### config.mk
export PLATFORM = sky130hd
export DESIGN_NAME = ogru_cell_update
export DESIGN_NICKNAME = d
export VERILOG_FILES = /design/src/sv/ogru_pkg.sv /design/src/sv/ogru_cell_update.sv
export SDC_FILE = /design/constraint.sdc
export NUM_CORES = 1
export LEC_CHECK = 0
export BUFFER_PORTS_ARGS = -buffer_cell sky130_fd_sc_hd__buf_2
export CAP_MARGIN = 20
export CORE_MARGIN = 3
export CORE_UTILIZATION = 40
export CTS_CLUSTER_DIAMETER = 80
export DETAILED_ROUTE_END_ITERATION = 12
export GPL_TIMING_DRIVEN = 0
export PLACE_DENSITY = 0.6
export SYNTH_ARGS = -nofsm -noshare
export SYNTH_HDL_FRONTEND = slang
export SYNTH_SLANG_ARGS = --single-unit
### constraint.sdc
create_clock -name clk -period 6.25 [get_ports clk]
set_input_delay 0.625 -clock clk [delete_from_list [all_inputs] [get_ports clk]]
set_output_delay 0.625 -clock clk [all_outputs]
set_load 0.01 [all_outputs]
### src/sv/ogru_pkg.sv
// Package for the occupancy grid ray update block.
// Holds the update request type, request kinds and register indexes.
// No dependencies.
package ogru_pkg;

  localparam int unsigned CELL_W  = 16;
  localparam int unsigned WEIGHT_W = 15;
  localparam int unsigned COORD_W = 7;
  localparam int unsigned COUNT_W = 8;
  localparam int unsigned ERR_W   = 10;

  localparam logic REG_OCCUPIED_WEIGHT = 1'b0;
  localparam logic REG_FREE_WEIGHT     = 1'b1;

  localparam logic [2:0] KIND_FREE   = 3'd0;
  localparam logic [2:0] KIND_OCC    = 3'd1;
  localparam logic [2:0] KIND_CENTER = 3'd2;
  localparam logic [2:0] KIND_READ   = 3'd3;
  localparam logic [2:0] KIND_ZERO   = 3'd4;

  typedef logic signed [CELL_W-1:0] cell_t;

  typedef struct packed {
    logic       valid;
    logic [2:0] kind;
  } upd_req_t;

endpackage

### src/sv/ogru_cell_update.sv
// Read-modify-write stage of the grid: saturating add, forwarding and the clearing pass.
// Uses ogru_pkg; drives the ports of ogru_grid_mem.
module ogru_cell_update #(
  parameter int unsigned DEPTH = 16384,
  parameter int unsigned AW    = 14
) (
  input  logic                              clk,
  input  logic                              rst_n,
  input  ogru_pkg::upd_req_t                req_i,
  input  logic [AW-1:0]                     addr_i,
  input  logic [ogru_pkg::WEIGHT_W-1:0]     occupied_weight,
  input  logic [ogru_pkg::WEIGHT_W-1:0]     free_weight,
  output logic                              clr_busy_o,
  output ogru_pkg::cell_t                   cap_o,
  output logic                              rd_en_o,
  output logic [AW-1:0]                     rd_addr_o,
  input  ogru_pkg::cell_t                   rd_data_i,
  output logic                              wr_en_o,
  output logic [AW-1:0]                     wr_addr_o,
  output ogru_pkg::cell_t                   wr_data_o
);
  import ogru_pkg::*;

  localparam logic [AW-1:0] LAST_ADDR = AW'(DEPTH - 1);

  upd_req_t       p_req_r;
  logic [AW-1:0]  p_addr_r;
  logic           fwd_r;
  cell_t          fwd_data_r;
  logic           clr_busy_r;
  logic [AW-1:0]  clr_addr_r;
  cell_t          cap_r;

  cell_t              operand;
  logic signed [17:0] delta;
  logic signed [17:0] sum;
  cell_t              sat_val;
  logic               upd_wr;

  always_comb begin
    operand = fwd_r ? fwd_data_r : rd_data_i;
    if (p_req_r.kind == KIND_FREE) begin
      delta = -$signed({3'b000, free_weight});
    end else begin
      delta = $signed({3'b000, occupied_weight});
    end
    sum = $signed({{2{operand[15]}}, operand}) + delta;
    if (sum[17:15] == 3'b000 || sum[17:15] == 3'b111) begin
      sat_val = sum[15:0];
    end else if (sum[17]) begin
      sat_val = 16'sh8000;
    end else begin
      sat_val = 16'sh7FFF;
    end
    upd_wr = p_req_r.valid && (p_req_r.kind == KIND_FREE || p_req_r.kind == KIND_OCC ||
                               p_req_r.kind == KIND_CENTER);
  end

  assign rd_en_o    = req_i.valid;
  assign rd_addr_o  = addr_i;
  assign wr_en_o    = clr_busy_r || upd_wr;
  assign wr_addr_o  = clr_busy_r ? clr_addr_r : p_addr_r;
  assign wr_data_o  = clr_busy_r ? '0 : sat_val;
  assign clr_busy_o = clr_busy_r;
  assign cap_o      = cap_r;

  always_ff @(posedge clk) begin
    if (!rst_n) begin
      p_req_r    <= '0;
      fwd_r      <= 1'b0;
      clr_busy_r <= 1'b1;
      clr_addr_r <= '0;
    end else begin
      p_req_r <= req_i;
      fwd_r   <= upd_wr && req_i.valid && (p_addr_r == addr_i);
      if (clr_busy_r) begin
        clr_addr_r <= clr_addr_r + 1'b1;
        if (clr_addr_r == LAST_ADDR) begin
          clr_busy_r <= 1'b0;
        end
      end
    end
  end

  always_ff @(posedge clk) begin
    p_addr_r   <= addr_i;
    fwd_data_r <= sat_val;
    if (p_req_r.valid) begin
      case (p_req_r.kind)
        KIND_CENTER: cap_r <= sat_val;
        KIND_READ:   cap_r <= operand;
        KIND_ZERO:   cap_r <= '0;
        default:     cap_r <= cap_r;
      endcase
    end
  end

endmodule

==> impl_metrics.json, run 1 <==
{
  "min_path_cells": 1,
  "r2r_start": "fwd_r",
  "worst_skew_pair.late_latency_ns": 0.35,
  "final_antenna_net_count": 0,
  "final_hold_viol_count": 0,
  "synth_fp_nets": 595,
  "min_from": "addr_i[11]",
  "clkTransAtPathRegs_ns": 0.08,
  "dp.cells": 774,
  "drc": 0,
  "antenna_found_initial": 0,
  "die_w_um": 111.5,
  "slew_headroom": 0.5287,
  "via_per_inst": 5.341,
  "rr_worst_depth": 12,
  "cp_max_fo": 10,
  "maxCapViolCount": 0,
  "cts_setup_buffers": 0,
  "layout.nets": 735,
  "ios": 129,
  "track_usage": 0.1992,
  "synth_area_um2": 4449,
  "drv_slew": 0,
  "peakVddDrop_uv": 133.9,
  "port_buffers": 128,
  "final_cell_count_no_fill": 790,
  "synth_edf_count": 16,
  "postSynthCellCount": 509,
  "initial_core_util": 0.4215,
  "cpPeakStageDelay_ns": 0.53,
  "rsz0062_at_grt": "false",
  "crit_chain": "buf_2 -> inv_1 -> ha_1 -> nand2b_1 -> nor2b_1 -> nand2_1 -> or2_2 -> or4_1 -> xnor2_1 -> o21ai_0 -> ha_1 -> clkbuf_1 -> o21ai_0 -> a21oi_1 -> or3_1 -> o32a_2 -> a211oi_4 -> nor2_2 -> clkbuf_1 -> nor3_1 -> buf_2",
  "yosysUniqueCellTypes": 64,
  "stdcell_area_um2": 5472,
  "gp_congestion": 0.9160,
  "tns_ns": 0,
  "worst_path_max_delay_cell": "or4_1",
  "cts_hold_buf": 0,
  "htreeDepth": 3,
  "grt_pass1_wl_mm": 20.04,
  "vias": 4219,
  "start_kind": "input port",
  "cts_resized": 0,
  "clock-sinks": 66,
  "synthToLayoutAreaGrowth_pct": 22.98,
  "total_power_w": 0.001371,
  "drtIter0Drc": 215,
  "synthFlopType": "dfxtp_1",
  "synth_top_cell_by_area": "dfxtp_1",
  "final_layout_size_suffix_gt1_frac": 0.3242,
  "ys_seq_area_frac": 0.3330,
  "power.leakage_nw": 2.465,
  "synth.avg_cell_area_um2": 8.741,
  "rr_endpoint": "cap_o[9]",
  "setup_viol": 0,
  "end_kind": "output pin",
  "synth_top_cell_area_share": 0.2250,
  "ys_seq_elements": 66,
  "min_period_over_period": 0.8944,
  "post_drt_wl_per_cell_um": 15.92,
  "hold_path_end": "p_addr_r[11]",
  "cp.arrival_ns": 4.97,
  "num_rows": 37,
  "cts_inserted_buffers": 9,
  "core-area_um2": 10560,
  "worstSetupPathType": "input port to output pin",
  "die-area_um2": 12420,
  "fmax_mhz": 178.9,
  "root_buffer": "clkbuf_8",
  "powerDensity_nw_per_um2": 250.6,
  "die_h_um": 111.5,
  "worstMarginPinSlew_ns": 0.7069,
  "first_global_vias": 4080,
  "skew_ns": 0.01204,
  "min_period_ns": 5.590,
  "cts.path.max_buffers": 2,
  "diodes": 0,
  "synth_area_leaders": "dfxtp_1, edfxtp_1, mux2_2",
  "grt_max_degree": 13,
  "dr.pass1.iters": 5,
  "r2r_setup_slack_ns": 1.59,
  "drt_wl_total_mm": 12.58,
  "dpl.hpwl_mm": 10.27,
  "outcome": "completed",
  "hold_path_class": "input port to flop",
  "grt-ovfl-total": 0,
  "critPathRequiredTime_ns": 5.62,
  "async_flop_share": 0,
  "place_area_um2": 5275,
  "yosys_warnings": 0,
  "cts_tree": "done"
}
==> metal layers <==
layer | up-vias | track usage | share of wire | wire (µm)
li1 | 2090 | - | - | -
met4 | 0 | 0.05758 | 0.020 | 246
met2 | 135 | 0.3140 | 0.45 | 5632
met5 | - | 0 | 0 | 0
met1 | 1971 | 0.2735 | 0.48 | 5978
met3 | 23 | 0.04620 | 0.057 | 720
==> cell type report <==
cell class | count | area [µm²]
plain buffers | 37 | 210.2
clock buffers | 11 | 162.7
clock inverters | 5 | 33.78
fillers | 1035 | 5084
inverters | 14 | 52.55
multi-input cells | 392 | 2709
flip-flops and latches | 66 | 1481
well taps | 136 | 170.2
repair buffers | 129 | 651.9
==> logic make-up (layout without fill, tap and decap cells) <==
family          Yosys count  count (layout)  synth area share
xor+xnor                 49              49           0.09815
flops                    66              66            0.3330
simple gates            173             173            0.1912
compound gates          118             118            0.1808
mux                      32              32           0.07986
buf+inv                  51             196           0.05905
fa+ha+maj                20              20           0.05793
==> where the power goes <==
group | switching, W | internal, W | total [W]
Sequential | 0.0000188 | 0.000516 | 0.000535
Clock | 0.000174 | 0.000180 | 0.000354
Combinational | 0.000289 | 0.000194 | 0.000483
Total | 0.000481 | 0.000890 | 0.00137
==> placed cells by master (no fill, tap or decap), types with 4 or more instances in the layout <==
master    netlist  layout
edfxtp_1       16      16
nor3_1         19      19
dfxtp_1        50      50
nand3_1        10      10
mux2i_1         4       4
nand2_1        53      53
clkbuf_8        0      10
buf_4          18      18
or2_2           5       5
xnor2_1        28      28
o21a_1          5       5
a21o_1          7       7
clkbuf_1       16      16
o21ai_1         7       7
buf_2           3     131
and3_1          7       7
ha_1           19      19
a21oi_1        29      28
xor2_1         20      20
o21ai_0        26      26
o21bai_1        5       5
nor2_1         31      31
inv_1          14      14
or3_1           7       7
nand2b_1        5       5
nand4_1         5       5
and2_1         18      18
o211ai_1        4       4
mux2_2         28      28
==> state kept, by name (all words and copies together) (netlist names) <==
signal and count:
p_addr_r 14, clr_busy_o 1, p_req_r 4, fwd_data_r 16, clr_addr_r 14, fwd_r 1
cap_o 16
==> per-stage QoR <==
stage               hold WS, ns    util  worst slack, ns
global placement         0.4957  0.4983           0.7125
detailed placement       0.5007  0.4998           0.6473
CTS                      0.3976  0.5184           0.6379
finish                   0.4092  0.5184           0.6599
global route             0.3988  0.5184           0.1886
floorplan                0.4738       -            1.324
==> synth_stat cells, types with 18 or more instances <==
| library cell | n |
|---|---|
| a21oi_1 | 29 |
| xnor2_1 | 28 |
| dfxtp_1 | 50 |
| ha_1 | 19 |
| nand2_1 | 53 |
| xor2_1 | 20 |
| nor2_1 | 31 |
| o21ai_0 | 26 |
| buf_4 | 18 |
| nor3_1 | 19 |
| and2_1 | 18 |
| mux2_2 | 28 |
==> worst max-delay path by stage <==
stage / startpoint / to / slack, ns
6_report: free_weight[0] / wr_data_o[11] / 0.66
5_1_grt: free_weight[1] / wr_data_o[9] / 0.19
4_1_cts: free_weight[0] / wr_data_o[9] / 0.64
3_5_place_dp: free_weight[0] / wr_data_o[9] / 0.65
3_3_place_gp: free_weight[0] / wr_data_o[11] / 0.71
2_1_floorplan: free_weight[0] / wr_data_o[11] / 1.32
==> critical path, delay by kind of cell <==
family                   cells  cell delay (ns)
AO/OA/AOI/OAI                5             1.16
AND/OR/NAND/NOR              8             1.79
XOR/XNOR                     1             0.15
adder cells (fa/ha/maj)      2             0.43
buffers and inverters        5             0.81
Power figures use the tool's default switching activity.
==> run 2, diff against run 1 <==
Settings changed: CTS_BUF_LIST set to sky130_fd_sc_hd__clkbuf_8.
==> run 2 against run 1 <==
  * Largest power group unchanged
  * Critical path type unchanged
  * Worst hold slack about the same
  * Final cell count is the same
  * Via count down 0.38%
==> impl_metrics.json, run 2 (synthesis results as in run 1) <==
{
  "outcome": "completed",
  "r2r_start": "fwd_r",
  "die_w_um": 111.5,
  "min_period_over_period": 0.8977,
  "peakVddDrop_uv": 177.6,
  "vias": 4203,
  "cp.arrival_ns": 4.99,
  "synthToLayoutAreaGrowth_pct": 23.09,
  "clkTransAtPathRegs_ns": 0.08,
  "slew_headroom": 0.5218,
  "final_antenna_net_count": 0,
  "final_hold_viol_count": 0,
  "cts_resized": 0,
  "endpoint": "wr_data_o[9]",
  "start_kind": "input port",
  "worst_skew_pair.late_latency_ns": 0.35,
  "port_buffers": 128,
  "drv_slew": 0,
  "cts_tree": "done",
  "ios": 129,
  "num_rows": 37,
  "end_kind": "output pin",
  "worstMarginPinSlew_ns": 0.7174,
  "initial_core_util": 0.4215,
  "drt_wl_total_mm": 12.55,
  "cp_max_fo": 10,
  "root_buffer": "clkbuf_8",
  "clock-sinks": 66,
  "worstSetupPathType": "input port to output pin",
  "grt_max_degree": 13,
  "gp_congestion": 0.9160,
  "post_drt_wl_per_cell_um": 15.89,
  "grt-ovfl-total": 0,
  "via_per_inst": 5.320,
  "critPathRequiredTime_ns": 5.62,
  "cts.path.max_buffers": 2,
  "hold_path_class": "input port to flop",
  "grt_pass1_wl_mm": 19.95,
  "dpl.hpwl_mm": 10.27,
  "drtIter0Drc": 255,
  "final.fill_count": 1034,
  "skew_ns": 0.01219,
  "fmax_mhz": 178.2,
  "maxCapViolCount": 0,
  "layout.nets": 735,
  "rsz0062_at_grt": "false",
  "power.leakage_nw": 2.466,
  "final_common_cell": "buf_2",
  "core-area_um2": 10560,
  "die_h_um": 111.5,
  "tns_ns": 0,
  "drc": 0,
  "min_period_ns": 5.611,
  "die-area_um2": 12420,
  "final_util": 0.5188,
  "setup_viol": 0,
  "final_layout_size_suffix_gt1_frac": 0.3242,
  "track_usage": 0.1982,
  "cts_hold_buf": 0,
  "final_cell_mix": "buf_2, nand2_1, dfxtp_1",
  "rr_worst_depth": 12,
  "antenna_found_initial": 0,
  "diodes": 0,
  "first_global_vias": 4073,
  "dr.pass1.iters": 5,
  "total_power_w": 0.001388,
  "cts_setup_buffers": 0,
  "powerDensity_nw_per_um2": 253.4,
  "crit_start": "free_weight[0]",
  "cts_inserted_buffers": 9,
  "rr_endpoint": "cap_o[9]",
  "r2r_setup_slack_ns": 1.58,
  "htreeDepth": 3
}
-- run 2: cell types whose count changed in the layout (fill, tap and decap cells not counted) --
cell       delta
clkbuf_16     -1
bufinv_16     +1
-- run 2: stage by stage --
step | hold WS, ns | cell area (µm²) | instances | setup slack (ns)
4_1_cts | 0.3962 | 5477 | 790 | 0.6379
6_report | 0.4094 | 5477 | 790 | 0.6394
3_3_place_gp | 0.4957 | 5260 | 773 | 0.7125
2_1_floorplan | 0.4738 | 4449 | 509 | 1.324
3_5_place_dp | 0.5007 | 5275 | 774 | 0.6473
5_1_grt | 0.4026 | 5477 | 790 | 0.1886
-- run 2: where the power goes --
group	switching [W]	internal (W)	total, W
combinational	0.000289	0.000194	0.000483
sequential	0.0000189	0.000516	0.000535
clock	0.000174	0.000196	0.000370
total	0.000481	0.000906	0.00139
-- run 2: worst max-delay path: stages --
cell and delay (ns):
buf_2 0.11, inv_1 0.06, ha_1 0.18, nand2b_1 0.09, nor2b_1 0.18, nand2_1 0.09, or2_2 0.31, or4_1 0.53
xnor2_1 0.15, o21ai_0 0.17, ha_1 0.25, clkbuf_1 0.19, o21ai_0 0.26, a21oi_1 0.10, o311ai_2 0.51, o211ai_1 0.23
buf_2 0.27, a21oi_1 0.38, nor3_1 0.11, buf_2 0.18
-- run 2: how the worst min path moves through the flow --
stage                    from              to  slack (ns)  cells past startpoint
3_3_place_gp   clr_addr_r[13]  clr_addr_r[13]        0.50                      2
3_5_place_dp   clr_addr_r[13]  clr_addr_r[13]        0.50                      2
5_1_grt             addr_i[3]     p_addr_r[3]        0.40                      1
6_report           addr_i[11]    p_addr_r[11]        0.41                      1
4_1_cts            addr_i[11]    p_addr_r[11]        0.40                      1
2_1_floorplan  clr_addr_r[13]  clr_addr_r[13]        0.47                      2
-- run 2: area by class of cell --
type                            count  area (µm²)  share of cell area
Tap cell                          136       170.2             0.03107
Inverter                           14       52.55            0.009596
Sequential cell                    66        1481              0.2705
Buffer                             37       210.2             0.03838
Clock inverter                      6       63.81             0.01165
Multi-Input combinational cell    392        2709              0.4946
Timing Repair Buffer              129       651.9              0.1190
Clock buffer                       10       137.6             0.02513
-- run 2: metal layers --
| layer | vias to the layer above | routed length [µm] | global-route usage |
|---|---|---|---|
| met3 | 27 | 677 | 0.03967 |
| met4 | 0 | 291 | 0.06894 |
| met1 | 1953 | 6004 | 0.2721 |
| li1 | 2086 | - | - |
| met2 | 137 | 5578 | 0.3112 |
| met5 | - | 0 | 0 |
