==> config.mk <==
export PLATFORM = sky130hd
export DESIGN_NAME = ogru_ray_seq
export DESIGN_NICKNAME = d
export VERILOG_FILES = /design/src/sv/ogru_pkg.sv /design/src/sv/ogru_ray_seq.sv
export SDC_FILE = /design/constraint.sdc
export NUM_CORES = 1
export LEC_CHECK = 0
export BUFFER_PORTS_ARGS = -buffer_cell sky130_fd_sc_hd__buf_4
export CAP_MARGIN = 40
export CORE_MARGIN = 1
export CORE_UTILIZATION = 64
export DETAILED_ROUTE_END_ITERATION = 16
export GPL_TIMING_DRIVEN = 0
export MAX_ROUTING_LAYER = met4
export PLACE_DENSITY = 0.86
export SYNTH_ARGS = -nofsm -noshare
export SYNTH_HDL_FRONTEND = slang
export SYNTH_SLANG_ARGS = --single-unit
==> constraint.sdc <==
create_clock -name clk -period 9.3 [get_ports clk]
set_input_delay 0.465 -clock clk [delete_from_list [all_inputs] [get_ports clk]]
set_output_delay 0.465 -clock clk [all_outputs]
set_load 0.1 [all_outputs]
==> src/sv/ogru_pkg.sv <==
// Package for the occupancy grid ray update block.
// Holds the update request type, request kinds and register indexes.
// No dependencies.
package ogru_pkg;

  localparam int unsigned CELL_W  = 16;
  localparam int unsigned WEIGHT_W = 15;
  localparam int unsigned COORD_W = 7;
  localparam int unsigned COUNT_W = 8;
  localparam int unsigned ERR_W   = 10;

  localparam logic REG_OCCUPIED_WEIGHT = 1'b0;
  localparam logic REG_FREE_WEIGHT     = 1'b1;

  localparam logic [2:0] KIND_FREE   = 3'd0;
  localparam logic [2:0] KIND_OCC    = 3'd1;
  localparam logic [2:0] KIND_CENTER = 3'd2;
  localparam logic [2:0] KIND_READ   = 3'd3;
  localparam logic [2:0] KIND_ZERO   = 3'd4;

  typedef logic signed [CELL_W-1:0] cell_t;

  typedef struct packed {
    logic       valid;
    logic [2:0] kind;
  } upd_req_t;

endpackage

==> src/sv/ogru_ray_seq.sv <==
// Request sequencer: Bresenham walk, 3x3 end block, reads, and the result register.
// Uses ogru_pkg; issues at most one request a cycle to ogru_cell_update.
module ogru_ray_seq #(
  parameter int unsigned GRID_SIDE = 128,
  parameter int unsigned AW        = 14
) (
  input  logic                               clk,
  input  logic                               rst_n,
  input  logic                               in_valid,
  output logic                               in_ready,
  input  logic                               in_mode,
  input  logic [ogru_pkg::COORD_W-1:0]       in_start_x,
  input  logic [ogru_pkg::COORD_W-1:0]       in_start_y,
  input  logic [ogru_pkg::COORD_W-1:0]       in_end_x,
  input  logic [ogru_pkg::COORD_W-1:0]       in_end_y,
  output logic                               out_valid,
  input  logic                               out_ready,
  output ogru_pkg::cell_t                    out_cell_value,
  output logic                               out_cell_occupied,
  output logic [ogru_pkg::COUNT_W-1:0]       out_cells_touched,
  input  logic                               clr_busy_i,
  input  ogru_pkg::cell_t                    cap_i,
  output ogru_pkg::upd_req_t                 req_o,
  output logic [AW-1:0]                      addr_o
);
  import ogru_pkg::*;

  localparam logic [2:0] S_IDLE  = 3'd0;
  localparam logic [2:0] S_SETUP = 3'd1;
  localparam logic [2:0] S_WALK  = 3'd2;
  localparam logic [2:0] S_NEIGH = 3'd3;
  localparam logic [2:0] S_DRAIN = 3'd4;
  localparam logic [2:0] S_DONE  = 3'd5;

  localparam logic [10:0] SIDE = 11'(GRID_SIDE);

  function automatic logic [AW-1:0] cell_addr(input logic [8:0] cx, input logic [8:0] cy);
    logic [AW+9:0] t;
    t = (AW+10)'(cx) * (AW+10)'(GRID_SIDE) + (AW+10)'(cy);
    return t[AW-1:0];
  endfunction

  logic [2:0]            state_r;
  logic                  mode_r;
  logic [COORD_W-1:0]    st_x_r, st_y_r, end_x_r, end_y_r;
  logic [COORD_W-1:0]    walk_x_r, walk_y_r;
  logic signed [ERR_W-1:0] walk_error_r;
  logic [7:0]            ax_r, ay_r;
  logic [1:0]            sx_r, sy_r;
  logic                  major_x_r;
  logic [1:0]            ni_r, nj_r;
  logic [COUNT_W-1:0]    touched_r;
  logic                  out_valid_r;
  cell_t                 out_value_r;
  logic [COUNT_W-1:0]    out_touched_r;

  logic                  start_in, end_in, ray_ok;
  logic [7:0]            dx, dy, adx, ady, ax0, ay0;
  logic [1:0]            sx0, sy0;
  logic                  major0;
  logic signed [ERR_W-1:0] err0;
  logic                  walk_active, step_minor;
  logic [7:0]            amaj, amin;
  logic signed [ERR_W-1:0] walk_error_nxt;
  logic [COORD_W-1:0]    walk_x_nxt, walk_y_nxt;
  logic [8:0]            nx, ny;
  logic                  nb_in;
  logic                  accept;

  assign accept   = in_valid && in_ready;
  assign in_ready = (state_r == S_IDLE) && !clr_busy_i;

  always_comb begin
    start_in = ({4'b0000, st_x_r} < SIDE) && ({4'b0000, st_y_r} < SIDE);
    end_in   = ({4'b0000, end_x_r} < SIDE) && ({4'b0000, end_y_r} < SIDE);
    ray_ok   = start_in && end_in;

    dx  = {1'b0, end_x_r} - {1'b0, st_x_r};
    dy  = {1'b0, end_y_r} - {1'b0, st_y_r};
    adx = dx[7] ? -dx : dx;
    ady = dy[7] ? -dy : dy;
    ax0 = {adx[6:0], 1'b0};
    ay0 = {ady[6:0], 1'b0};
    sx0 = (dx == 8'd0) ? 2'b00 : (dx[7] ? 2'b11 : 2'b01);
    sy0 = (dy == 8'd0) ? 2'b00 : (dy[7] ? 2'b11 : 2'b01);
    major0 = ax0 >= ay0;
    if (major0) begin
      err0 = $signed({2'b00, ay0}) - $signed({3'b000, adx[6:0]});
    end else begin
      err0 = $signed({2'b00, ax0}) - $signed({3'b000, ady[6:0]});
    end

    amaj = major_x_r ? ax_r : ay_r;
    amin = major_x_r ? ay_r : ax_r;
    walk_active = major_x_r ? (walk_x_r != end_x_r) : (walk_y_r != end_y_r);
    step_minor  = (walk_error_r > 0) ||
                  (walk_error_r == 0 && (major_x_r ? (sx_r == 2'b01) : (sy_r == 2'b01)));
    walk_error_nxt = walk_error_r - (step_minor ? $signed({2'b00, amaj}) : '0)
                     + $signed({2'b00, amin});
    walk_x_nxt = walk_x_r;
    walk_y_nxt = walk_y_r;
    if (major_x_r || step_minor) begin
      walk_x_nxt = walk_x_r + {{5{sx_r[1]}}, sx_r};
    end
    if (!major_x_r || step_minor) begin
      walk_y_nxt = walk_y_r + {{5{sy_r[1]}}, sy_r};
    end

    nx = {2'b00, end_x_r} + {7'b0, ni_r} - 9'd1;
    ny = {2'b00, end_y_r} + {7'b0, nj_r} - 9'd1;
    nb_in = !nx[8] && !ny[8] && ({2'b00, nx} < SIDE) && ({2'b00, ny} < SIDE);

    req_o  = '0;
    addr_o = '0;
    unique case (state_r)
      S_SETUP: begin
        req_o.valid = !mode_r ? !ray_ok : 1'b1;
        req_o.kind  = (mode_r && start_in) ? KIND_READ : KIND_ZERO;
        addr_o      = cell_addr({2'b00, st_x_r}, {2'b00, st_y_r});
      end
      S_WALK: begin
        req_o.valid = walk_active;
        req_o.kind  = KIND_FREE;
        addr_o      = cell_addr({2'b00, walk_x_r}, {2'b00, walk_y_r});
      end
      S_NEIGH: begin
        req_o.valid = nb_in;
        req_o.kind  = (ni_r == 2'd1 && nj_r == 2'd1) ? KIND_CENTER : KIND_OCC;
        addr_o      = cell_addr(nx, ny);
      end
      default: begin
        req_o  = '0;
        addr_o = '0;
      end
    endcase
  end

  always_ff @(posedge clk) begin
    if (!rst_n) begin
      state_r      <= S_IDLE;
      out_valid_r  <= 1'b0;
      walk_x_r     <= '0;
      walk_y_r     <= '0;
      walk_error_r <= '0;
    end else begin
      if (out_valid_r && out_ready && state_r != S_DONE) begin
        out_valid_r <= 1'b0;
      end
      unique case (state_r)
        S_IDLE: begin
          if (accept) begin
            state_r <= S_SETUP;
          end
        end
        S_SETUP: begin
          if (!mode_r && ray_ok) begin
            walk_x_r     <= st_x_r;
            walk_y_r     <= st_y_r;
            walk_error_r <= err0;
            state_r      <= S_WALK;
          end else begin
            state_r <= S_DRAIN;
          end
        end
        S_WALK: begin
          if (walk_active) begin
            walk_x_r     <= walk_x_nxt;
            walk_y_r     <= walk_y_nxt;
            walk_error_r <= walk_error_nxt;
          end else begin
            state_r <= S_NEIGH;
          end
        end
        S_NEIGH: begin
          if (ni_r == 2'd2 && nj_r == 2'd2) begin
            state_r <= S_DRAIN;
          end
        end
        S_DRAIN: begin
          state_r <= S_DONE;
        end
        S_DONE: begin
          if (!out_valid_r || out_ready) begin
            out_valid_r <= 1'b1;
            state_r     <= S_IDLE;
          end
        end
        default: begin
          state_r <= S_IDLE;
        end
      endcase
    end
  end

  always_ff @(posedge clk) begin
    if (accept) begin
      mode_r    <= in_mode;
      st_x_r    <= in_start_x;
      st_y_r    <= in_start_y;
      end_x_r   <= in_end_x;
      end_y_r   <= in_end_y;
      touched_r <= '0;
    end
    if (state_r == S_SETUP) begin
      ax_r      <= ax0;
      ay_r      <= ay0;
      sx_r      <= sx0;
      sy_r      <= sy0;
      major_x_r <= major0;
    end
    if (state_r == S_WALK && !walk_active) begin
      ni_r <= 2'd0;
      nj_r <= 2'd0;
    end
    if (state_r == S_NEIGH) begin
      if (nj_r == 2'd2) begin
        nj_r <= 2'd0;
        ni_r <= ni_r + 2'd1;
      end else begin
        nj_r <= nj_r + 2'd1;
      end
    end
    if ((state_r == S_WALK || state_r == S_NEIGH) && req_o.valid) begin
      touched_r <= touched_r + 1'b1;
    end
    if (state_r == S_DONE && (!out_valid_r || out_ready)) begin
      out_value_r   <= cap_i;
      out_touched_r <= touched_r;
    end
  end

  assign out_valid         = out_valid_r;
  assign out_cell_value    = out_value_r;
  assign out_cell_occupied = (out_value_r > 0);
  assign out_cells_touched = out_touched_r;

endmodule

==> results of run 1 <==
==> logic make-up (layout without fill, tap and decap cells) <==
family	after synthesis	after routing	synth area share [%]
AOI/OAI and AO/OA	189	189	15.1
xor gates and xnor gates	80	80	9.08
adders and majority gates	97	97	16.7
buffers and inverters	128	242	6.21
DFF	112	112	38.3
muxes	23	23	2.89
and+or+nand+nor	200	200	11.7
==> synth_stat cells, drive strengths merged (7+ instances only) <==
master,number
a211oi,10
a21o,18
a21oi,56
a22oi,14
clkbuf,21
dfxtp,30
edfxtp,82
fa,17
ha,75
inv,104
mux2i,22
nand2,53
nand2b,9
nand3,15
nor2,71
nor2b,12
nor3,8
nor4,7
o211ai,13
o21ai,42
o21bai,7
xnor2,52
xor2,28
==> registers in the layout (all words and copies together), names as in the netlist <==
register           cells
ax_r                   7
ay_r                   7
end_x_r                7
end_y_r                7
major_x_r              1
mode_r                 1
ni_r                   2
nj_r                   2
out_cell_value        16
out_cells_touched      8
out_valid              1
st_x_r                 7
st_y_r                 7
state_r                3
sx_r                   2
sy_r                   2
touched_r              8
walk_error_r          10
walk_x_r               7
walk_y_r               7
==> how the worst max path moves through the flow <==
stage                                         endpoint  slack (ns)
after floorplan                             addr_o[13]        3.67
after global placement    walk_error_r[9]$_SDFFE_PN0P_        4.58
after detailed placement  walk_error_r[9]$_SDFFE_PN0P_        4.52
after CTS                 walk_error_r[9]$_SDFFE_PN0P_        4.49
after global routing      walk_error_r[9]$_SDFFE_PN0P_        4.05
final                                       addr_o[13]        4.43
==> worst max-delay path, stage by stage (launching register included) <==
cell	delay, ns
edfxtp_1	0.51
inv_1	0.09
ha_1	0.30
inv_1	0.07
ha_1	0.17
inv_1	0.06
fa_1	0.39
nor2b_1	0.12
o21ai_0	0.08
nand2b_1	0.12
a21oi_1	0.08
nor2_1	0.09
nor2_1	0.06
xnor2_1	0.16
ha_1	0.24
fa_1	0.39
and3b_1	0.23
nand3_1	0.08
xnor2_1	0.13
xnor2_1	0.09
o21ai_0	0.24
buf_4	0.34
==> area by class of cell <==
cell class,instances,share of cell area [%]
Sequential cell,112,33.0
Timing Repair Buffer,98,8.31
Clock buffer,10,2.47
Clock inverter,6,0.553
Tap cell,168,2.27
Multi-Input combinational cell,589,48.0
Buffer,24,1.12
Inverter,104,4.24
==> metrics by stage <==
stage | util (%) | setup slack, ns | cell area [um^2] | power (uW) | std cells
finish | 76.6 | 4.43 | 9270 | 2340 | 1111
global route | 76.6 | 4.05 | 9270 | 2510 | 1111
CTS | 76.6 | 4.49 | 9270 | 2340 | 1111
detailed placement | 74.3 | 4.52 | 8990 | 1950 | 1095
global placement | 73.6 | 4.58 | 8920 | 1910 | 1091
floorplan | - | 3.67 | 8000 | 1680 | 829
==> power breakdown <==
part	switching [uW]	internal (uW)	total [uW]	leakage, uW
Sequential	48.7	601	650	0.000992
Combinational	778	538	1320	0.00288
Clock	192	186	378	0.000134
==> layer usage <==
layer / share of wire (%) / wire (um) / global-route usage, %
met5: 0 / 0 / -
met4: 4.0 / 758 / 15.9
met3: 6.2 / 1180 / 3.77
met2: 48 / 9050 / 50.4
met1: 42 / 7960 / 40.0
==> impl_metrics.json, run 1 <==
{
  "yosys_warnings": 0,
  "die-area_um2": 13000,
  "worst_hold_path.endpoint": "st_y_r[5]$_DFFE_PP_",
  "status": "complete, no violations",
  "slew-limit-headroom_pct": 42.7,
  "worstPathArrival_ns": 4.40,
  "min_period_over_period_pct": 52.3,
  "max_freq_mhz": 205,
  "via_per_inst": 5.88,
  "rr_endpoint": "walk_error_r[9]$_SDFFE_PN0P_",
  "multi_input_area_um2": 4450,
  "wire_per_inst_um": 17.0,
  "cts_setup_buffers": 0,
  "die_h_um": 114,
  "min_path_type": "in2reg",
  "chipWidth_um": 114,
  "drc_errors": 0,
  "std_cell_rows": 40,
  "cts_root_buf": "clkbuf_16",
  "max_cap_viol_count": 0,
  "cts_hold_buf": 0,
  "synth.avg_cell_area_um2": 9.65,
  "grt_pass1_wl_um": 30400,
  "tns_ns": 0,
  "grt_pass1_vias": 6317,
  "grt_max_degree": 26,
  "syn_area_um2": 8000,
  "hold_viol": 0,
  "reg2reg_slack_ns": 4.44,
  "holdWs_ns": 0.274,
  "synth_ff_type": "edfxtp_1",
  "drtIter0Drc": 603,
  "cts_resized": 0,
  "ys_types": 65,
  "r2r_start": "major_x_r$_DFFE_PP_",
  "final_nets": 1080,
  "clock-sinks": 112,
  "crit_path_end_kind": "primary output",
  "overflow": 0,
  "seqCellArea_um2": 3060,
  "final_common_cell": "inv_1",
  "portBuffers": 94,
  "coreArea_um2": 12100,
  "cp.required_ns": 8.84,
  "cts_buffers": 9,
  "layout_min_cycle_time_ns": 4.87,
  "reg2reg_depth": 19,
  "antenna_cells": 0,
  "wirelength_um": 18900,
  "maxSlewViolCount": 0,
  "nFillCells": 882,
  "vias": 6528,
  "syn2layout_area_growth_pct": 15.9,
  "ir_drop_uv": 162,
  "clkLatencyLatePin_ns": 0.36,
  "synth.top_cell.area_share_pct": 30.8,
  "rsz0062_at_grt": "no",
  "io_pins": 95,
  "first_pass_iters": 4,
  "finClkSkew_ns": 0.00990,
  "cts_max_level": 3,
  "synthCells": 829,
  "synth_area_leaders": "edfxtp_1, ha_1, dfxtp_1",
  "synth_seq_cells": 112,
  "power_leakage_uw": 0.00401,
  "cp_max_fo": 4,
  "synth-async-reset-ratio_pct": 0,
  "worstSetupPathType": "reg2out",
  "tightest_slew_ns": 0.853,
  "cts_tree": "built",
  "finalSetupViolCount": 0,
  "routabilityCongestion": 0.963,
  "cts_buffer_depth": 2,
  "hpwl_um": 14800,
  "initial_utilization_pct": 66.1,
  "drive_above_1_share_pct": 15.1,
  "yosysSeqAreaShare_pct": 38.3,
  "antenna_found_initial": 0,
  "cellPowerDensity_nw_per_um2": 253,
  "hold_depth": 1,
  "synthesis.nets": 971,
  "critPathLaunch": "end_y_r[1]$_DFFE_PP_",
  "start_kind": "register",
  "min_from": "in_start_y[5]",
  "mostFrequentLayoutCells": "inv_1, buf_4, edfxtp_1",
  "synth-edff-count": 82,
  "clkTransAtPathRegs_ns": 0.08,
  "ant_nets": 0,
  "grt.total_usage_pct": 31.6,
  "yosysTopAreaCell": "edfxtp_1"
}
No activity file was read; power rests on OpenSTA's default activity.
==> inputs of run 2 (changes only) <==
Settings changed: CORE_UTILIZATION 64 to 54, PLACE_DENSITY 0.86 to 0.78.
Clock period 9.3 ns to 4.25 ns, I/O delays scaled along.
==> impl_metrics.json, run 2 (synthesis results as in run 1) <==
{
  "p_clk_share_pct": 16.6,
  "dp.cells": 1111,
  "status": "complete, no violations",
  "cts_buffer_depth": 2,
  "min_period_over_period_pct": 97.1,
  "grt_pass1_wl_um": 29200,
  "routabilityCongestion": 0.964,
  "cts_buffers": 9,
  "die_h_um": 124,
  "reg2reg_depth": 18,
  "nFillCells": 1088,
  "start_kind": "register",
  "chipWidth_um": 124,
  "portBuffers": 94,
  "wire_per_inst_um": 16.6,
  "std_cell_rows": 44,
  "coreArea_um2": 14500,
  "clkLatencyLatePin_ns": 0.38,
  "finClkSkew_ns": 0.0204,
  "max_cap_viol_count": 0,
  "antenna_found_initial": 0,
  "rsz0062_at_grt": "yes",
  "vias": 6477,
  "largest_reg_flops": 16,
  "worstSetupPathType": "reg2reg",
  "cellPowerDensity_nw_per_um2": 552,
  "layout_min_cycle_time_ns": 4.12,
  "ir_drop_uv": 300,
  "hold_viol": 0,
  "drc_errors": 0,
  "crit_path_end_kind": "register",
  "reg2reg_slack_ns": 0.13,
  "grt.total_usage_pct": 26.2,
  "cp_max_fo": 8,
  "grt_pass1_vias": 6029,
  "maxSlewViolCount": 0,
  "cts_root_buf": "clkbuf_16",
  "min_path_type": "in2reg",
  "worstPathArrival_ns": 4.36,
  "cts_tree": "built",
  "min_from": "cap_i[1]",
  "cts_max_level": 3,
  "cellInternalPower_uw": 3040,
  "io_pins": 95,
  "ant_nets": 0,
  "syn2layout_area_growth_pct": 21.5,
  "drive_above_1_share_pct": 21.5,
  "final_common_cell": "buf_4",
  "tightest_slew_ns": 0.763,
  "final_cells": 1151,
  "die-area_um2": 15300,
  "p_sw_uw": 2330,
  "mostFrequentLayoutCells": "buf_4, inv_1, edfxtp_1",
  "p_seq_share_pct": 26.4,
  "max_freq_mhz": 242,
  "r2r_start": "st_y_r[0]$_DFFE_PP_",
  "finalSetupViolCount": 0,
  "swShare_pct": 43.4,
  "worst_hold_path.endpoint": "out_cell_value[1]$_DFFE_PP_",
  "rr_endpoint": "walk_error_r[3]$_SDFFE_PN0P_",
  "initial_utilization_pct": 55.3,
  "overflow": 0,
  "first_pass_iters": 5,
  "via_per_inst": 5.63,
  "slew-limit-headroom_pct": 49.1,
  "cp.required_ns": 4.48,
  "hold_depth": 1,
  "combPwrFrac_pct": 57.0,
  "grt_max_degree": 24,
  "power_leakage_uw": 0.00417,
  "final_nets": 1104,
  "antenna_cells": 0,
  "hpwl_um": 14800,
  "drtIter0Drc": 441,
  "clock-sinks": 112,
  "wirelength_um": 19100,
  "clkTransAtPathRegs_ns": 0.09,
  "utilization_pct": 67.2
}
## run 2: layout make-up
type                       instances  area (um^2)  area share [%]
buffer                            23          100            1.03
timing repair buffer             123          973            10.0
multi-input combinational        589         4650            47.8
clock buffer                       9          225            2.32
inverter                         104          393            4.04
clock inverter                     7         91.3           0.939
sequential                       112         3060            31.5
tap                              184          230            2.37
## run 2: worst max-delay path: stages, from the launching register on
cell,delay (ns)
edfxtp_1,0.49
ha_1,0.26
inv_1,0.07
fa_1,0.42
inv_1,0.14
ha_1,0.20
nor2_1,0.07
xnor2_1,0.32
inv_1,0.12
ha_1,0.28
nor2b_1,0.13
o21ai_1,0.18
o2bb2ai_2,0.16
maj3_2,0.28
inv_1,0.07
maj3_2,0.31
buf_4,0.19
mux2i_2,0.21
a21oi_1,0.10
## run 2: power groups by stage
stage	logic, uW	registers [uW]	clock network (uW)
3_5_place_dp	2830	1440	0
3_3_place_gp	2760	1440	0
5_1_grt	3370	1430	944
2_1_floorplan	2250	1430	0
6_report	3060	1420	890
4_1_cts	2900	1420	899
## run 2: how the worst max path moves through the flow
| stage | from | to | slack, ns | cells after the start |
|---|---|---|---|---|
| final | st_y_r[0]$_DFFE_PP_ | walk_error_r[3]$_SDFFE_PN0P_ | 0.13 | 18 |
| after global routing | nj_r[1]$_SDFFCE_PP0P_ | addr_o[13] | -0.13 | 21 |
| after CTS | major_x_r$_DFFE_PP_ | walk_error_r[8]$_SDFFE_PN0P_ | 0.005 | 18 |
| after detailed placement | major_x_r$_DFFE_PP_ | walk_error_r[9]$_SDFFE_PN0P_ | -0.40 | 19 |
| after global placement | major_x_r$_DFFE_PP_ | walk_error_r[9]$_SDFFE_PN0P_ | -0.37 | 19 |
| after floorplan | end_y_r[1]$_DFFE_PP_ | addr_o[13] | -0.38 | 20 |
## run 2: repair_timing
item / 4_1_cts / 5_1_grt
pin swaps: 2 / 13
setup endpoints to repair: 12 / 15
hold buffers: 0 / 3
endpoints found under the hold margin: 0 / 3
setup buffers: 6 / 16
resized for setup: 9 / 38
## run 2: metrics by stage
step	TNS [ns]	setup slack, ns	cell area [um^2]	power, uW	hold WS, ns
after global routing	-0.147	-0.129	9730	5750	0.000256
after CTS	0	0.00512	9420	5220	0.00423
final	0	0.125	9730	5370	0.00934
after detailed placement	-1.67	-0.395	9030	4270	0.392
after global placement	-1.20	-0.373	8950	4200	0.391
after floorplan	-0.375	-0.375	8020	3680	0.311
## run 2: routing by layer
| metal | track usage, % | vias to the layer above | routed length [um] |
|---|---|---|---|
| met4 | 9.26 | 0 | 503 |
| met5 | - | - | 0 |
| met1 | 32.2 | 3042 | 8070 |
| met2 | 42.9 | 238 | 9330 |
| li1 | - | 3157 | - |
| met3 | 4.90 | 40 | 1230 |
